<file path="config.mk">
export PLATFORM = sky130hd
export DESIGN_NAME = ofm_accum
export DESIGN_NICKNAME = d
export VERILOG_FILES = /design/src/hdl/assert_macros.svh /design/src/hdl/ofm_pkg.sv /design/src/hdl/ofm_accum.sv
export SDC_FILE = /design/constraint.sdc
export NUM_CORES = 1
export LEC_CHECK = 0
export BUFFER_PORTS_ARGS = -buffer_cell sky130_fd_sc_hd__clkbuf_2
export CAP_MARGIN = 15
export CORE_UTILIZATION = 55
export DETAILED_ROUTE_END_ITERATION = 6
export PLACE_DENSITY = 0.8
export SLEW_MARGIN = 20
export SYNTH_ARGS = -nofsm -noshare
export SYNTH_HDL_FRONTEND = slang
export SYNTH_SLANG_ARGS = --single-unit
</file>
<file path="constraint.sdc">
create_clock -name aclk -period 10.86 [get_ports aclk]
set_clock_uncertainty 0.2 [all_clocks]
set_input_delay 1.629 -clock aclk [delete_from_list [all_inputs] [get_ports aclk]]
set_output_delay 1.629 -clock aclk [all_outputs]
set_load 0.005 [all_outputs]
</file>
<file path="src/hdl/assert_macros.svh">
// Assertion macros used by overflow_free_mean to check its own logic.
`ifndef ASSERT_MACROS_SVH
`define ASSERT_MACROS_SVH
`ifndef SYNTH
// Condition a implies condition c in the same cycle.
`define OFM_ASSERT_IMP(lbl, a, c) \
    lbl: assert property (@(posedge aclk) disable iff (!aresetn) (a) |-> (c)) \
        else $error("implication check failed");
// Condition a implies condition c in the next cycle.
`define OFM_ASSERT_NXT(lbl, a, c) \
    lbl: assert property (@(posedge aclk) disable iff (!aresetn) (a) |=> (c)) \
        else $error("next-cycle check failed");
`else
`define OFM_ASSERT_IMP(lbl, a, c)
`define OFM_ASSERT_NXT(lbl, a, c)
`endif
`endif

</file>
<file path="src/hdl/ofm_pkg.sv">
// Types and constants for the overflow-free mean block.
package ofm_pkg;
    localparam int VAL_W      = 64;
    localparam int CNT_IN_W   = 32;
    localparam int DIV_STEPS  = 64;

    typedef enum logic [1:0] {
        ST_IDLE,
        ST_DIV,
        ST_EMIT
    } ofm_state_t;

    typedef struct packed {
        logic fold;
        logic clear;
    } ofm_acc_ctl_t;
endpackage

</file>
<file path="src/hdl/ofm_accum.sv">
// Running mean and remainder accumulator with carry on remainder wrap.
module ofm_accum #(
    parameter int COUNT_WIDTH = 32
) (
    input  logic                   aclk,
    input  logic                   aresetn,
    input  ofm_pkg::ofm_acc_ctl_t  ctl,
    input  logic [63:0]            quo,
    input  logic [COUNT_WIDTH-1:0] part,
    input  logic [COUNT_WIDTH-1:0] cnt,
    output logic [63:0]            mean
);
    import ofm_pkg::*;

    logic [VAL_W-1:0]       mean_reg, mean_next;
    logic [COUNT_WIDTH-1:0] rem_reg, rem_next;
    logic [COUNT_WIDTH-1:0] gap;
    logic                   wrap;

    // Fold one quotient and remainder into the running state, or clear it
    always_comb begin
        gap       = cnt - part;
        wrap      = (rem_reg >= gap);
        mean_next = mean_reg;
        rem_next  = rem_reg;
        if (ctl.clear) begin
            mean_next = '0;
            rem_next  = '0;
        end else if (ctl.fold) begin
            mean_next = mean_reg + quo + {{(VAL_W-1){1'b0}}, wrap};
            rem_next  = wrap ? (rem_reg - gap) : (rem_reg + part);
        end
    end

    always_ff @(posedge aclk) begin
        if (!aresetn) begin
            mean_reg <= '0;
            rem_reg  <= '0;
        end else begin
            mean_reg <= mean_next;
            rem_reg  <= rem_next;
        end
    end

    assign mean = mean_reg;
endmodule

</file>
* Yosys cells after proc, flatten, opt, wreduce, memory -nomap -nowiden
Cells that the tools add are included.
** Word-level totals
- Register bits after elaboration :: 96
** Operators by class
- Add/subtract/negate cells :: 5
- Magnitude comparators :: 1
- Muxes and demuxes :: 1
- Bitwise logic cells :: 1
- Reductions and logical operators :: 1
** Operators by type and width (count)
- 64-bit by 1-bit adder with 64-bit output :: 1
- 64-bit adder :: 1
- 32-bit subtractor :: 2
- 32-bit adder :: 1
- 32-bit >= comparator :: 1
- 32-bit 2-to-1 mux :: 1
- 2-bit OR reduction :: 1
- 1-bit NOT :: 1

* Logic depth before layout (Yosys ltp)
- Depth after elaboration :: 3
- Depth in mapped cells :: 36
- Depth with buffers taken out :: 33

* Least setup slack after synthesis
Ideal clock, no wire load.
- Path kind :: input-to-reg
- From :: input port cnt[0]
- To :: register mean_reg[56], in the netlist mean[56]
- Setup time :: 117 ps
- Arrival time :: 7957 ps
- Data required time :: 10543 ps
- Slack :: 2585 ps
- Cell stages on the path :: 34
- Path buffers :: 4
- Cells stage by stage :: inv_1 -> ha_1 -> inv_1 -> fa_1 -> a211oi_1 -> o21a_1 -> nor2_1 -> a211o_1 -> a31o_2 -> a21o_1 -> xnor2_1 -> ha_1 -> clkbuf_1 -> a21o_1 -> o21ai_0 -> o211ai_1 -> a31oi_1 -> o21a_1 -> nor2_1 -> o32a_1 -> buf_6 -> buf_6 -> buf_2 -> fa_1 -> a211oi_2 -> o211ai_1 -> a41oi_2 -> o31ai_2 -> a32oi_1 -> nand2_1 -> a31oi_2 -> a221oi_1 -> or3_1 -> a32o_1
** On the way
- Word-level cells in the longest chain between the ends :: 3
** Ends and longest elaborated chain
- start, declared :: RTL line ofm_accum.sv:10 : input logic [COUNT_WIDTH-1:0] cnt,
- 32-bit subtractor :: RTL line ofm_accum.sv:22 : gap = cnt - part;
- 32-bit >= comparator :: RTL line ofm_accum.sv:23 : wrap = (rem_reg >= gap);
- 64-bit by 1-bit adder with 64-bit output :: RTL line ofm_accum.sv:30 : mean_next = mean_reg + quo + {{(VAL_W-1){1'b0}}, wrap};
- end signal, assigned :: RTL line ofm_accum.sv:40 : mean_reg <= mean_next;
- end, declared :: RTL line ofm_accum.sv:15 : logic [VAL_W-1:0] mean_reg, mean_next;
No other way between the ends.
A chain may end at the register's enable or synchronous reset.

* Final worst setup path
- From :: input port part[2]
- To :: register mean_reg[56], in the netlist mean[56]
** On the way
- Word-level cells in the longest chain between the ends :: 3
** Ends and longest elaborated chain
- start, declared :: RTL line ofm_accum.sv:9 : input logic [COUNT_WIDTH-1:0] part,
- 32-bit subtractor :: RTL line ofm_accum.sv:22
- 32-bit >= comparator :: RTL line ofm_accum.sv:23
- 64-bit by 1-bit adder with 64-bit output :: RTL line ofm_accum.sv:30
No other way between the ends.

==> out/metrics.yaml <==
floorplanning:
  boundaryPins: 196
  chipHeight_microns: 150
  floorplan.core_area_sq_mm: 0.0212
  fp-row-count: 53
  effective_utilization_at_floorplan_pct: 56.7
  die_width_microns: 150
  die_area_sq_mm: 0.0225
placement:
  placement.io_buffers: 195
  post-place-cells: 2028
  hpwlAfterDp_mm: 28.0
  routabilityCongestion: 0.975
sta:
  report.final.slew_viol_count: 0
  layout_worst_path_cycle_share_pct: 79.6
  layout_min_cycle_time_ns: 8.65
  max_slew_margin_pct: 29.8
  setup-tns-final_ns: 0
  final_hold_viol_count: 0
  worst_pin_slew_ns: 1.04
  setup-violations-final: 0
  fmaxAchievable_mhz: 116
  rsz0062_at_grt: "false"
cts:
  cts_setup_buffers: 0
  numCtsBuffers: 9
  holdBufCountCts: 0
  htreeDepth: 3
  clock_sink_count: 96
  clock_latency_ns: 0.36
  clk_path_buf_depth: 2
  post_cts_resize_count: 0
  cts_root_buffer: "clkbuf_16"
  worst_setup_hold_path_clk_slew_ns: 0.07
  cts_tree: "yes"
critical_path:
  worst_ep_required_time_ns: 10.92
  worst_path_largest_cell_delay_ns: 0.56
  slowest_stage_cell_on_the_critical_path: "o311ai_1"
  cp.arrival_ns: 8.71
  critPathKind: "input port to flop"
  reg2reg_setup_slack_ns: 5.26
  timing.critical_path.fanout_max: 8
  timing.critical_path.from_type: "input port"
  critPathCaptureType: "flop"
detailed_routing:
  detailedRoute.firstPassIterationCount: 7
  wl_per_cell_microns: 17.3
  drtIter0Drc: 902
  drc: 0
  wirelength_mm: 35.4
  detail-route-antenna-nets: 0
  vias_per_cell: 6.18
  detailroute.via_count: 12623
synthesis:
  yosys-top-cells-area: "ha_1 16%, dfxtp_1 16%, a21oi_1 6.8%, xnor2_1 5.7%, o21ai_0 4.9%"
  ys_types: 77
  ys.warnings.count: 0
  synth.top_cell.area_share_pct: 16.2
  synth_enable_flop_cells: 0
  synth_async_sr_flop_share_pct: 0
  synth_largest_area_cell: "ha_1"
  mapped_avg_cell_area_sq_um: 7.46
  syn-num-nets: 1907
  synth-seq-area-share_pct: 16.0
  synth-seq-cells: 96
  synth_top_flop_cell: "dfxtp_1"
  syn-cell-area_sq_mm: 0.0120
  mapped_cells: 1615
grt:
  global_route.usage.total_pct: 31.3
  grt-ovfl-total: 0
  grt_max_degree: 77
  antenna_found_initial: 0
  grt_pass1_vias: 11612
  grt_pass1_wl_mm: 57.0
status:
  status: "finished clean"
worst_hold_path:
  min-delay-path-class: "flop to flop"
power_and_ir_drop:
  leakage_uw: 0.00650
  power_density_of_the_placed_cells_mw_per_mm2: 106
  peakVddDrop_mv: 0.0641
finish:
  layout.nets: 2056
  layout-area-overhead-vs-synth_pct: 12.0
  antenna_cells_inserted: 0
  number_of_flip_flops_under_the_largest_register_name: 64
  drive_gt1_share_pct: 14.0
  final-instance-count-excl-fill: 2044
  mostFrequentLayoutCells: "194 x clkbuf_2, 164 x a21oi_1, 156 x ha_1, 147 x nor2_1, 124 x nand2_1"
  leading_cell_type_in_the_layout_fill_and_taps_excluded: "clkbuf_2"
run:
  max_cap_viol_count: 0
-- routing by layer --
| layer | track usage [%] | routed length [microns] | up-vias |
|---|---|---|---|
| li1 | - | - | 6285 |
| met1 | 43.5 | 16500 | 5825 |
| met2 | 50.2 | 15700 | 462 |
| met3 | 3.41 | 2320 | 51 |
| met4 | 9.70 | 811 | 0 |
| met5 | 0 | 0 | - |
-- final cells by class --
| class | instances | area, sq um |
|---|---|---|
| inverter | 74 | 278 |
| sequential | 96 | 1920 |
| fill | 1940 | 7730 |
| timing repair buffer | 202 | 1030 |
| tap | 275 | 344 |
| multi-input combinational | 1381 | 9590 |
| clock inverter | 4 | 76.3 |
| clock buffer | 12 | 246 |
-- power breakdown --
group / internal [uW] / leakage [uW] / switching (uW) / total, uW
Combinational: 278 / 0.00556 / 404 / 682
Sequential: 371 / 0.000783 / 18.5 / 389
Clock: 210 / 0.000153 / 151 / 361
-- worst paths after layout --
path                   start       end  depth (start not counted)
setup / recovery     part[2]  mean[56]                         32
hold / removal      mean[50]  mean[50]                          2
setup reg to reg  rem_reg[0]  mean[56]                         22
hold reg to reg     mean[50]  mean[50]                          2
-- logic make-up after synthesis --
kind of cell	count (synthesis)	synth area share, %
mux	35	2.94
simple gates	474	18.6
buf+inv	138	4.47
flops	96	16.0
compound gates	574	31.1
fa+ha+maj	160	16.9
xor+xnor	138	10.0
-- synth_stat cells (14+ instances only) --
cell	instances
nand2b_1	22
o21a_1	20
o21bai_1	28
a211oi_1	26
nand4_1	30
dfxtp_1	96
xor2_1	60
o21ai_0	119
nor2b_1	14
nand3_1	47
nor3_1	31
nand2_1	124
inv_1	74
and3_1	14
a21oi_1	164
a31oi_1	22
a21o_1	70
xnor2_1	78
nor2_1	148
clkbuf_1	56
mux2i_1	32
ha_1	156
o211ai_1	20
-- stage by stage --
| stage | cell area [sq um] | util, % | hold slack (ns) | power (uW) | worst slack, ns |
|---|---|---|---|---|---|
| finish | 13500 | 63.5 | 0.286 | 1430 | 2.21 |
| global route | 13500 | 63.5 | 0.309 | 1520 | 1.81 |
| CTS | 13500 | 63.5 | 0.284 | 1430 | 2.31 |
| detailed placement | 13200 | 62.0 | 0.274 | 1060 | 1.93 |
| global placement | 13200 | 62.0 | 0.267 | 1050 | 2.16 |
| floorplan | 12000 | - | 0.257 | 897 | 2.59 |
-- critical path: cells and delay by family --
family	cells	cell delay, ns
compound gates	20	4.73
xor+xnor	1	0.25
fa+ha+maj	3	1.15
buf+inv	2	0.13
simple gates	6	0.79
Power figures use the tool's default switching activity.
