$ cat config.mk
export PLATFORM = sky130hd
export DESIGN_NAME = ofm_div_cell
export DESIGN_NICKNAME = d
export VERILOG_FILES = /design/src/hdl/assert_macros.svh /design/src/hdl/ofm_pkg.sv /design/src/hdl/ofm_div_cell.sv
export SDC_FILE = /design/constraint.sdc
export NUM_CORES = 1
export LEC_CHECK = 0
export ABC_AREA = 1
export BUFFER_PORTS_ARGS = -buffer_cell sky130_fd_sc_hd__buf_2
export CORE_MARGIN = 4
export CORE_UTILIZATION = 43
export DETAILED_ROUTE_END_ITERATION = 7
export PLACE_DENSITY = 0.84
export SYNTH_ARGS = -nofsm -noshare
export SYNTH_HDL_FRONTEND = slang
export SYNTH_SLANG_ARGS = --single-unit
export TNS_END_PERCENT = 50
$ cat constraint.sdc
create_clock -name aclk -period 1.7 [get_ports aclk]
set_clock_uncertainty 0.2 [all_clocks]
set_input_delay 0.085 -clock aclk [delete_from_list [all_inputs] [get_ports aclk]]
set_output_delay 0.085 -clock aclk [all_outputs]
set_load 0.05 [all_outputs]
$ cat src/hdl/assert_macros.svh
// Assertion macros used by overflow_free_mean to check its own logic.
`ifndef ASSERT_MACROS_SVH
`define ASSERT_MACROS_SVH
`ifndef SYNTH
// Condition a implies condition c in the same cycle.
`define OFM_ASSERT_IMP(lbl, a, c) \
    lbl: assert property (@(posedge aclk) disable iff (!aresetn) (a) |-> (c)) \
        else $error("implication check failed");
// Condition a implies condition c in the next cycle.
`define OFM_ASSERT_NXT(lbl, a, c) \
    lbl: assert property (@(posedge aclk) disable iff (!aresetn) (a) |=> (c)) \
        else $error("next-cycle check failed");
`else
`define OFM_ASSERT_IMP(lbl, a, c)
`define OFM_ASSERT_NXT(lbl, a, c)
`endif
`endif

$ cat src/hdl/ofm_pkg.sv
// Types and constants for the overflow-free mean block.
package ofm_pkg;
    localparam int VAL_W      = 64;
    localparam int CNT_IN_W   = 32;
    localparam int DIV_STEPS  = 64;

    typedef enum logic [1:0] {
        ST_IDLE,
        ST_DIV,
        ST_EMIT
    } ofm_state_t;

    typedef struct packed {
        logic fold;
        logic clear;
    } ofm_acc_ctl_t;
endpackage

$ cat src/hdl/ofm_div_cell.sv
// One restoring-division cell: produces one quotient bit per pass.
module ofm_div_cell #(
    parameter int COUNT_WIDTH = 32
) (
    input  logic                   aclk,
    input  logic                   aresetn,
    input  logic                   valid_in,
    input  logic [COUNT_WIDTH-1:0] rem_in,
    input  logic [63:0]            quo_in,
    input  logic [COUNT_WIDTH-1:0] divisor,
    output logic                   valid_out,
    output logic [COUNT_WIDTH-1:0] rem_out,
    output logic [63:0]            quo_out
);
    import ofm_pkg::*;

    logic                   valid_reg;
    logic [COUNT_WIDTH-1:0] rem_reg, rem_next;
    logic [63:0]            quo_reg, quo_next;
    logic [COUNT_WIDTH:0]   trial;
    logic [COUNT_WIDTH:0]   diff;
    logic                   take;

    // Shift in the next dividend bit and try to subtract the divisor
    always_comb begin
        trial    = {rem_in, quo_in[VAL_W-1]};
        diff     = trial - {1'b0, divisor};
        take     = (trial >= {1'b0, divisor});
        rem_next = take ? diff[COUNT_WIDTH-1:0] : trial[COUNT_WIDTH-1:0];
        quo_next = {quo_in[VAL_W-2:0], take};
    end

    // Advance the valid flag
    always_ff @(posedge aclk) begin
        if (!aresetn) begin
            valid_reg <= 1'b0;
        end else begin
            valid_reg <= valid_in;
        end
    end

    // Hand the partial result to the next cell
    always_ff @(posedge aclk) begin
        rem_reg <= rem_next;
        quo_reg <= quo_next;
    end

    assign valid_out = valid_reg;
    assign rem_out   = rem_reg;
    assign quo_out   = quo_reg;
endmodule

Word-level counts from Yosys, hierarchy flattened
Cells that the tools add are included.

word-level totals
  flip-flop bits (word level) = 97
  bits in latches = 0
  memory bits (writable) = 0
  ROM bits = 0
  input port bits = 131
  output and inout port bits = 97
  word-level logic and storage cells = 6
  memories kept = 0

cells by class
  add/sub/neg operators = 1
  multipliers = 0
  div/mod/pow operators = 0
  order comparisons = 1
  equal/unequal tests = 0
  shifts and indexed selects = 0
  mux-type cells = 1
  bitwise logic cells = 0
  reduce and logical (&&, ||, !) cells = 0

operators with widths
  operator                                          number
  33-bit by 32-bit >= comparator with 1-bit output  1
  32-bit two-way mux                                1
  32-bit subtractor                                 1

Depth between registers and ports, before layout
Gate-level depths: netlist of the first run.

  depth after elaboration = 2
  mapped depth = 17
  mapped depth without buffers = 15

Worst setup path after synthesis of the first run
No wires, ideal clock.

  kind = input-to-reg
  start point = in quo_in[63]
  end point = reg rem_reg[16], in the netlist rem_out[16]
  arrival time = 1.445 ns
  data required time = 1.387 ns
  setup slack = -0.059 ns
  stages = 13
  cells stage by stage = inv_1 ha_1 fa_1 inv_1 nand3_1 nand3_1 nand2_1 nand3_1 nand3_1 nand2_1 nand2_1 nand3_1 nand2_1

between the ends
  word-level cells in the longest chain between the ends = 2

RTL lines
  what                                                                                          line                                    text
  from (decl)                                                                                   ofm_div_cell.sv:9                       input logic [63:0] quo_in,
  32-bit subtractor / 33-bit by 32-bit >= comparator with 1-bit output (equally long branches)  ofm_div_cell.sv:27, ofm_div_cell.sv:28
  32-bit two-way mux *                                                                          ofm_div_cell.sv:29                      rem_next = take ? diff[COUNT_WIDTH-1:0] : trial[COUNT_WIDTH-1:0];
  named net rem_next[16]                                                                        ofm_div_cell.sv:18                      logic [COUNT_WIDTH-1:0] rem_reg, rem_next;
  to (signal assigned)                                                                          ofm_div_cell.sv:44                      rem_reg <= rem_next;
  to (decl)                                                                                     ofm_div_cell.sv:18

Mark *: on every way through the listed nets, which the timed path passes. The rest lies on a longest branch.
A chain may end at the register's enable or synchronous reset.

Worst setup path after layout of the first run
  start point = in divisor[8]
  end point = reg rem_reg[24], in the netlist rem_out[24]

between the ends
  word-level cells in the longest chain between the ends = 2

RTL lines
  what                                                                                          line                                    text
  from (decl)                                                                                   ofm_div_cell.sv:10                      input logic [COUNT_WIDTH-1:0] divisor,
  32-bit subtractor / 33-bit by 32-bit >= comparator with 1-bit output (equally long branches)  ofm_div_cell.sv:27, ofm_div_cell.sv:28
  32-bit two-way mux *                                                                          ofm_div_cell.sv:29
  named net rem_next[24]                                                                        ofm_div_cell.sv:18

Marked as above.

==> results_dict.tcl, run 1 <==
set metrics [dict create \
    worst_setup_path_end_kind "register" \
    min_period_over_period_pct 95.9 \
    groute.usage.overall_pct 29.7 \
    cts_num_sinks 97 \
    cts.clk_slew.worst_paths_ns 0.07 \
    pin_count_of_the_biggest_net_entering_global_routing 31 \
    grt_most_used_layer "met2" \
    final_net_count 1341 \
    max_freq_mhz 614 \
    port_buffers 227 \
    gate_count_after_technology_mapping 749 \
    grt_setup_unrepaired "yes" \
    clk_root_buffer_cell "sky130_fd_sc_hd__clkbuf_16" \
    initial_core_util_pct 44.1 \
    most-common-layout-cells "sky130_fd_sc_hd__nand2_1 (284), sky130_fd_sc_hd__buf_2 (227), sky130_fd_sc_hd__inv_1 (149)" \
    worstSetupStartpointType "primary input" \
    chip_height_um 116 \
    peakVddDrop_mv 1.28 \
    placed_cells 1208 \
    first_iter_violations 378 \
    timing.critical_path.cells "buf_2, inv_1, ha_4, nand2_2, inv_1, nand2_1, nand2_1, inv_2, nand3_4, nand2_4, nand2_4, nand2_4, nand2_8, buf_12, nand3_1, nand2_1" \
    postSynthRegisterBits 97 \
    post-synth-top-area-fraction_pct 38.4 \
    post-dp-hpwl_mm 14.1 \
    final_layout_size_suffix_gt1_share_pct 36.8 \
    ys_seq_area_share_pct 38.4 \
    top_level_ports 228 \
    mappedNetlistNets 913 \
    cellLeakagePower_nw 4.91 \
    core_area_um2 11500 \
    globalRouteMet2Util_pct 52.9 \
    totalWireLength_mm 21.9 \
    ys_types 27 \
    worst_path_largest_cell_delay_ns 0.23 \
    ctsLongestPathBuffers 2 \
    critical_path_data_arrival_time_ns 1.66 \
    instances_no_fill 1327 \
    timing.critical_path.buf_inv 5 \
    total_power_consumption_of_the_routed_design_w 0.00764 \
    gr-usage-met3_pct 9.12 \
    drt_pass1_iterations 5 \
    grt_remaining_overflow 0 \
    detail-route-antenna-nets 0 \
    critical_path_peak_fanout 13 \
    end_point_of_the_most_critical_hold_path "rem_out[19]" \
    hold-path-cell-count 5 \
    wl_per_cell_um 16.5 \
    classification_of_the_worst_slack_hold_path "primary input to register" \
    count_of_final_hold_check_violations 0 \
    area_growth_syn_to_layout_pct 74.8 \
    period_minus_slack_ns 1.63 \
    utilization_pct 77.1 \
    cellPowerDensity_nw_per_um2 864 \
    antenna_violations_before_repair 2 \
    vias_per_instance 4.77 \
    crit_type "primary input to register" \
    yosysTopAreaCell "sky130_fd_sc_hd__dfxtp_1" \
    die-area_um2 13600 \
    holdCritStartpoint "rem_in[18]" \
    rows 39 \
    synth_warnings 0 \
    timing_max_transition_violations_final 0 \
    syn_area_um2 5060 \
    first_global_vias 6258 \
    place_congestion 0.950 \
    max_cap_viol_count 0 \
    synth.area.top_cells "sky130_fd_sc_hd__dfxtp_1 (38%), sky130_fd_sc_hd__nand2_1 (22%), sky130_fd_sc_hd__inv_1 (11%)" \
    hold_slack_ns 0.0127 \
    global_route_wire_length_before_repair_mm 30.6 \
    worst_path_dominant_cell_family "simple AND/OR/NAND/NOR gates" \
    total_number_of_h_tree_levels 3 \
    die_w_um 116 \
    setup_violations 0 \
    syn_area_per_cell_um2 6.76 \
    vias 6333 \
    final_common_cell "sky130_fd_sc_hd__nand2_1" \
    drc_errors 0 \
    timing.critical_path.slowest_stage_cell "sky130_fd_sc_hd__ha_4" \
    timing.max_slew.rel_slack_pct 77.0 \
    worstMarginPinSlew_ns 0.347 \
    tritoncts "yes" \
    global_route.usage.met1_pct 29.2 \
    worst_ep_required_time_ns 1.73 \
    outcome "finished, final reports clean" \
    numCtsBuffers 9 \
]
-- report_power, final --
| part | internal [W] | switching (W) |
|---|---|---|
| Sequential | 0.00251 | 0.0000704 |
| Combinational | 0.00114 | 0.00195 |
| Clock | 0.00104 | 0.000936 |
-- cell usage after synthesis --
library cell	number
sky130_fd_sc_hd__fa_1	1
sky130_fd_sc_hd__dfxtp_1	97
sky130_fd_sc_hd__ha_1	32
sky130_fd_sc_hd__and2_1	8
sky130_fd_sc_hd__nand2_8	1
sky130_fd_sc_hd__nand2_2	11
sky130_fd_sc_hd__o21bai_1	2
sky130_fd_sc_hd__nand3_1	37
sky130_fd_sc_hd__nor2_1	34
sky130_fd_sc_hd__nand4_1	2
sky130_fd_sc_hd__nand3b_1	10
sky130_fd_sc_hd__a21oi_1	21
sky130_fd_sc_hd__xnor2_1	1
sky130_fd_sc_hd__or2_2	1
sky130_fd_sc_hd__inv_2	1
sky130_fd_sc_hd__buf_2	1
sky130_fd_sc_hd__xor2_1	13
sky130_fd_sc_hd__o21ai_0	2
sky130_fd_sc_hd__inv_4	1
sky130_fd_sc_hd__nand2_1	298
sky130_fd_sc_hd__inv_1	151
sky130_fd_sc_hd__nor3_2	2
sky130_fd_sc_hd__buf_6	6
sky130_fd_sc_hd__nand3_2	1
sky130_fd_sc_hd__nor3_1	6
sky130_fd_sc_hd__nor2_2	6
sky130_fd_sc_hd__nand2_4	3
-- flip-flops by register name, summed over array words and instances (netlist names) --
| register | cells |
|---|---|
| quo_out | 64 |
| rem_out | 32 |
| valid_out | 1 |
-- area by class of cell --
class / instances / area (um2)
inverter: 153 / 587
fill: 769 / 2620
sequential: 97 / 1940
tap: 143 / 179
multi-input combinational: 492 / 2960
clock inverter: 5 / 38.8
timing repair buffer: 424 / 2890
clock buffer: 11 / 243
antenna: 2 / 5.00
-- kinds of logic (layout without fill, tap and decap cells) --
logic type	Yosys count	after routing	synth area share, %
compound gates	25	25	2.57
xor+xnor	14	14	2.42
simple gates	420	420	35.5
fa+ha+maj	33	33	8.31
flops	97	97	38.4
buf+inv	160	593	12.8
other cells	0	2	0
-- metal layers --
layer	part of all wire, %	vias to the layer above
met1	35	2840
met5	0	-
met3	8.3	97
met4	6.7	0
met2	50	315
li1	-	3081
-- metrics by stage --
stage / setup TNS, ns / worst slack [ns] / instance area [um2]
after floorplan: 0 / 0.000542 / 5250
after global placement: -10.55 / -0.429 / 7230
after detailed placement: -10.96 / -0.441 / 7230
after CTS: -0.000659 / -0.000659 / 8520
after global routing: -0.0978 / -0.0259 / 8840
final: 0 / 0.0704 / 8840
-- how the worst max path moves through the flow --
stage | slack, ns | start | cells after the start | to
floorplan | 0.0005 | quo_in[63] | 13 | rem_out[16]
global placement | -0.43 | quo_in[63] | 14 | rem_out[16]
detailed placement | -0.44 | quo_in[63] | 14 | rem_out[16]
CTS | -0.0007 | divisor[9] | 14 | rem_out[16]
global route | -0.03 | rem_in[12] | 13 | rem_out[30]
finish | 0.07 | divisor[8] | 16 | rem_out[24]
-- repair_timing --
action / 4_1_cts / 5_1_grt
endpoints found under the hold margin: 96 / 0
pin swaps: 0 / 6
setup buffers: 0 / 2
resized for setup: 3 / 52
setup endpoints to repair: 5 / 32
hold buffers: 99 / 0
Note: power is estimated with default switching activity, not from simulation.
==> inputs of run 2 (changes only) <==
Settings changed: CORE_UTILIZATION 43 to 48, PLACE_DENSITY 0.84 to 0.88.
Clock period 1.7 ns to 1.65 ns, I/O delays scaled along.
==> run 2 against run 1 <==
  * The run now ends with hold timing, setup timing left
  * Combinational power up 18%
  * Total power grew 3.9%
  * Critical path depth shrank 2
  * Sequential share of layout area decreased by 0.89 points
==> results_dict.tcl, run 2 (synthesized netlist as in run 1, its figures left out) <==
set metrics [dict create \
    outcome "complete, but fails checks" \
    failing_checks "hold timing, setup timing" \
    worst_path_largest_cell_delay_ns 0.32 \
    grt_most_used_layer "met2" \
    period_minus_slack_ns 1.80 \
    chip_height_um 111 \
    worstMarginPinSlew_ns 0.319 \
    timing.critical_path.buf_inv 3 \
    final_common_cell "sky130_fd_sc_hd__nand2_1" \
    worstSetupStartpointType "primary input" \
    final_layout_size_suffix_gt1_share_pct 43.0 \
    count_of_final_hold_check_violations 2 \
    drt_pass1_iterations 8 \
    worst_ep_required_time_ns 1.73 \
    cts_num_sinks 97 \
    timing_max_transition_violations_final 0 \
    port_buffers 227 \
    number_of_flip_flops_in_the_largest_register 64 \
    detail-route-antenna-nets 0 \
    internal_power_w 0.00451 \
    dpl-instance-area_um2 7570 \
    numCtsBuffers 9 \
    total_number_of_h_tree_levels 3 \
    cellPowerDensity_nw_per_um2 861 \
    vias 7627 \
    globalRouteMet2Util_pct 66.0 \
    hold_slack_ns -0.00976 \
    max_freq_mhz 555 \
    most-common-layout-cells "sky130_fd_sc_hd__nand2_1 (260), sky130_fd_sc_hd__buf_2 (226), sky130_fd_sc_hd__inv_1 (137)" \
    cellLeakagePower_nw 5.04 \
    tritoncts "yes" \
    comb_power_share_pct 45.7 \
    gr-usage-met3_pct 9.06 \
    timing.critical_path.cells "buf_2, inv_2, ha_4, nand2_1, inv_1, nand2_2, nor3_2, nand2_1, nand2_2, nand2_1, nand2_1, nand2_1, nand3_2, nand2_1" \
    wl_per_cell_um 21.7 \
    antenna_violations_before_repair 1 \
    sw_frac_of_total_pct 43.2 \
    global_route_wire_length_before_repair_mm 37.2 \
    p_switching_w 0.00343 \
    classification_of_the_worst_slack_hold_path "primary input to register" \
    groute.usage.overall_pct 38.1 \
    drc_errors 0 \
    crit_type "primary input to register" \
    vias_per_instance 5.70 \
    cts.clk_slew.worst_paths_ns 0.11 \
    fin_setup_tns_ns -3.16 \
    p_clk_share_pct 20.6 \
    place_congestion 0.963 \
    final_net_count 1362 \
    diodes 0 \
    clk_root_buffer_cell "sky130_fd_sc_hd__clkbuf_8" \
    totalWireLength_mm 29.1 \
    die-area_um2 12200 \
    pin_count_of_the_biggest_net_entering_global_routing 31 \
    first_global_vias 6951 \
    rows 37 \
    first_iter_violations 940 \
    stdcell_area_um2 9220 \
    max_cap_viol_count 0 \
    post-dp-hpwl_mm 14.8 \
    timing.critical_path.slowest_stage_cell "sky130_fd_sc_hd__ha_4" \
    worst_path_most_repeated_cell "sky130_fd_sc_hd__nand2_1" \
    initial_core_util_pct 49.2 \
    die_w_um 111 \
    setup_violations 32 \
    instances_no_fill 1339 \
    layout_setup_ws_ns -0.151 \
    fillerInstances 441 \
    critical_path_peak_fanout 4 \
    min_period_over_period_pct 109 \
    top_level_ports 228 \
    worst_setup_path_end_kind "register" \
    critical_path_data_arrival_time_ns 1.88 \
    core_area_um2 10300 \
    timing.max_slew.rel_slack_pct 78.7 \
    global_route.usage.met1_pct 41.4 \
    grt_remaining_overflow 0 \
    placed_cells 1211 \
    worst_path_dominant_cell_family "simple AND/OR/NAND/NOR gates" \
    area_growth_syn_to_layout_pct 82.1 \
    ctsLongestPathBuffers 2 \
    pwr-share-seq_pct 33.7 \
    peakVddDrop_mv 0.563 \
]
## run 2: cell count changes in the layout (fill, tap and decap cells not counted), moves of 9 or more
| cell | change |
|---|---|
| sky130_fd_sc_hd__nand2_1 | -24 |
| sky130_fd_sc_hd__buf_4 | +14 |
| sky130_fd_sc_hd__inv_1 | -12 |
| sky130_fd_sc_hd__nand3_1 | -13 |
| sky130_fd_sc_hd__nand2_2 | +20 |
| sky130_fd_sc_hd__clkbuf_8 | +9 |
| sky130_fd_sc_hd__inv_2 | +11 |
| sky130_fd_sc_hd__clkbuf_16 | -9 |
| sky130_fd_sc_hd__nand3_2 | +14 |
## run 2: stage by stage
stage	worst slack [ns]	utilization (%)	power (W)
floorplan	-0.0277	-	0.00459
global placement	-0.378	73.7	0.00555
detailed placement	-0.379	73.7	0.00562
CTS	0.0166	85.0	0.00733
global route	-0.177	89.7	0.00817
finish	-0.151	89.7	0.00794
## run 2: timing repair
action | in CTS | in global routing
hold endpoints to repair | 96 | 6
endpoints found under the setup margin | 0 | 32
buffers inserted | 0 | 7
hold buffers | 97 | 6
resized for setup | 0 | 102
## run 2: tightest hold or removal path, delay by kind of cell
| family | cells | cell delay (ns) |
|---|---|---|
| buffers and inverters | 1 | 0.11 |
| adders and majority gates | 1 | 0.17 |
| xor gates and xnor gates | 1 | 0.07 |
| and+or+nand+nor | 2 | 0.11 |
## run 2: cell type report
type / count / area [um2] / area share (%)
multi-input cells: 493 / 3230 / 35.0
repair buffers: 443 / 3060 / 33.2
flip-flops and latches: 97 / 1940 / 21.1
inverters: 153 / 613 / 6.65
well taps: 136 / 170 / 1.85
clock buffers: 10 / 138 / 1.49
clock inverters: 6 / 57.6 / 0.624
repair inverters: 1 / 11.3 / 0.122
## run 2: routing by layer
metal / routed length, um / vias up / part of all wire [%]
li1: - / 3122 / -
met1: 9350 / 3368 / 32
met2: 13000 / 832 / 45
met4: 3250 / 0 / 11
met3: 3450 / 305 / 12
met5: 0 / - / 0
## run 2: worst paths after layout
kind,start,slack [ns],cells past startpoint,endpoint
worst max-delay path,divisor[10],-0.15,14,rem_out[19]
worst min-delay path,rem_in[2],-0.01,5,rem_out[3]
## run 2: power by group through the flow
| stage | Clock, W | Sequential [W] | Combinational, W |
|---|---|---|---|
| finish | 0.00164 | 0.00268 | 0.00362 |
| global route | 0.00171 | 0.00269 | 0.00376 |
| CTS | 0.00156 | 0.00264 | 0.00313 |
| detailed placement | 0 | 0.00269 | 0.00293 |
| global placement | 0 | 0.00269 | 0.00286 |
| floorplan | 0 | 0.00356 | 0.00103 |
==> inputs of run 3 (changes only) <==
Settings changed: CORE_UTILIZATION 48 to 30, PLACE_DENSITY 0.88 to 0.62.
==> run 3 against run 2 <==
  * Combinational power decreased by 8.8%
  * Wire length decreased by 30%
  * Critical path depth is 1 higher
  * Clock power grew 28%
  * Via count fell by 22%
  * Flip-flop and latch count unchanged
  * Largest cell class is now buffers
  * Cell count increased by 6.3%
  * Critical path type unchanged
  * The flow finishes with violations (DRC)
  * Non-clock buffer count is 2 higher
  * Worst hold slack better by 0.026 ns
==> results_dict.tcl, run 3 (synthesized netlist as in run 1, its figures left out) <==
set metrics [dict create \
    outcome "complete, but fails checks" \
    failing_checks "DRC" \
    max_freq_mhz 632 \
    global_route_wire_length_before_repair_mm 29.5 \
    final_net_count 1362 \
    clk_root_buffer_cell "sky130_fd_sc_hd__clkbuf_16" \
    fillerInstances 1572 \
    sw_frac_of_total_pct 38.4 \
    chip_height_um 138 \
    area_growth_syn_to_layout_pct 85.0 \
    totalWireLength_mm 20.4 \
    numCtsBuffers 9 \
    core_area_um2 16600 \
    fin_setup_tns_ns 0 \
    detail-route-antenna-nets 0 \
    worstMarginPinSlew_ns 0.310 \
    total_power_consumption_of_the_routed_design_w 0.00805 \
    diodes 0 \
    vias_per_instance 4.19 \
    placement_setup_slack_ns -0.432 \
    most-common-layout-cells "sky130_fd_sc_hd__nand2_1 (263), sky130_fd_sc_hd__buf_2 (225), sky130_fd_sc_hd__inv_1 (143)" \
    hold-path-cell-count 5 \
    die_w_um 138 \
    port_buffers 227 \
    die-area_um2 19000 \
    pwr-share-seq_pct 32.9 \
    final_layout_size_suffix_gt1_share_pct 41.1 \
    top_level_ports 228 \
    cellPowerDensity_nw_per_um2 860 \
    drc_errors 2 \
    critical_path_peak_fanout 7 \
    ctsLongestPathBuffers 2 \
    setup_violations 0 \
    holdCritStartpoint "rem_in[4]" \
    crit_type "primary input to register" \
    number_of_flip_flops_in_the_largest_register 64 \
    max_cap_viol_count 0 \
    layout_setup_ws_ns 0.0668 \
    critical_path_data_arrival_time_ns 1.62 \
    peakVddDrop_mv 0.484 \
    cts_num_sinks 97 \
    wl_per_cell_um 14.3 \
    placed_cells 1296 \
    p_switching_w 0.00309 \
    first_global_vias 5781 \
    comb_power_share_pct 41.0 \
    instances_no_fill 1423 \
    classification_of_the_worst_slack_hold_path "primary input to register" \
    initial_core_util_pct 30.5 \
    pin_count_of_the_biggest_net_entering_global_routing 19 \
    p_clk_share_pct 26.1 \
    count_of_final_hold_check_violations 0 \
    final_common_cell "sky130_fd_sc_hd__nand2_1" \
    post-dp-hpwl_mm 15.2 \
    drt_pass1_iterations 8 \
    timing_max_transition_violations_final 0 \
    place_congestion 0.874 \
    grt_setup_unrepaired "yes" \
    stdcell_area_um2 9360 \
    internal_power_w 0.00496 \
    antenna_violations_before_repair 0 \
    cellLeakagePower_nw 5.11 \
    min_period_over_period_pct 96.0 \
    worst_ep_required_time_ns 1.69 \
    cts.clk_slew.worst_paths_ns 0.08 \
    worstSetupStartpointType "primary input" \
    vias 5958 \
    tritoncts "yes" \
    groute.usage.overall_pct 20.1 \
    worst_setup_path_end_kind "register" \
    rows 47 \
    total_number_of_h_tree_levels 3 \
    end_point_of_the_most_critical_hold_path "rem_out[5]" \
    timing.max_slew.rel_slack_pct 79.2 \
    grt_remaining_overflow 0 \
    dpl-instance-area_um2 7710 \
    first_iter_violations 208 \
    period_minus_slack_ns 1.58 \
]
==> run 3: changes by cell type in the layout (fill, tap and decap cells not counted), sizes merged <==
cell      before  now
clkbuf        10   12
inv          156  157
clkinvlp       0    1
nand2        314  313
clkinv         4    1
==> run 3: metal layers <==
metal  wire [um]  vias up  track usage [%]
li1            -     3123                -
met3        1300       22             3.66
met1        8380     2613             23.6
met5           0        -                0
met2       10200      200             37.0
met4         433        0             6.09
==> run 3: how the worst max path moves through the flow <==
stage,slack (ns),depth (start not counted),start,endpoint
global route,-0.02,15,divisor[23],rem_out[23]
finish,0.07,15,divisor[1],rem_out[21]
global placement,-0.41,14,quo_in[63],rem_out[24]
CTS,0.01,13,rem_in[23],rem_out[1]
floorplan,-0.03,16,divisor[2],rem_out[24]
detailed placement,-0.43,14,quo_in[63],rem_out[24]
==> run 3: cell type report <==
class	count	area, um2	area share [%]
clock buffer	10	239	2.55
clock inverter	6	53.8	0.575
inverter	153	599	6.40
multi-input combinational	492	3120	33.4
sequential	97	1940	20.7
tap	220	275	2.94
timing repair buffer	445	3130	33.4
==> run 3: stage by stage <==
| step | hold slack, ns | utilization [%] |
|---|---|---|
| 6_report | 0.0167 | 56.4 |
| 5_1_grt | 0.0470 | 56.4 |
| 4_1_cts | 0.00515 | 54.6 |
| 3_5_place_dp | -0.0132 | 46.5 |
| 3_3_place_gp | -0.0151 | 46.5 |
| 2_1_floorplan | -0.0898 | - |
==> run 3: worst max-delay path, stage by stage <==
cell	delay, ns
sky130_fd_sc_hd__buf_2	0.11
sky130_fd_sc_hd__inv_1	0.04
sky130_fd_sc_hd__ha_1	0.28
sky130_fd_sc_hd__nand2_1	0.10
sky130_fd_sc_hd__nor2_2	0.12
sky130_fd_sc_hd__nand3_2	0.09
sky130_fd_sc_hd__nand3_2	0.10
sky130_fd_sc_hd__nand2_4	0.07
sky130_fd_sc_hd__nand2_4	0.07
sky130_fd_sc_hd__nand2_4	0.07
sky130_fd_sc_hd__nand2_8	0.12
sky130_fd_sc_hd__clkinv_8	0.09
sky130_fd_sc_hd__clkbuf_16	0.17
sky130_fd_sc_hd__nand2_2	0.05
sky130_fd_sc_hd__nand2_1	0.05
==> run 3: power groups by stage <==
stage / logic [W] / clock network [W] / registers (W)
finish: 0.00330 / 0.00210 / 0.00265
global route: 0.00355 / 0.00228 / 0.00267
CTS: 0.00316 / 0.00217 / 0.00265
detailed placement: 0.00294 / 0 / 0.00270
global placement: 0.00292 / 0 / 0.00270
floorplan: 0.00103 / 0 / 0.00356
==> run 3: timing repair <==
action | CTS | global route
pin swaps | 0 | 10
endpoints found under the hold margin | 96 | 0
hold buffers | 103 | 0
gates resized for setup | 4 | 71
endpoints found under the setup margin | 32 | 32
gates cloned | 0 | 2
buffers inserted | 0 | 6
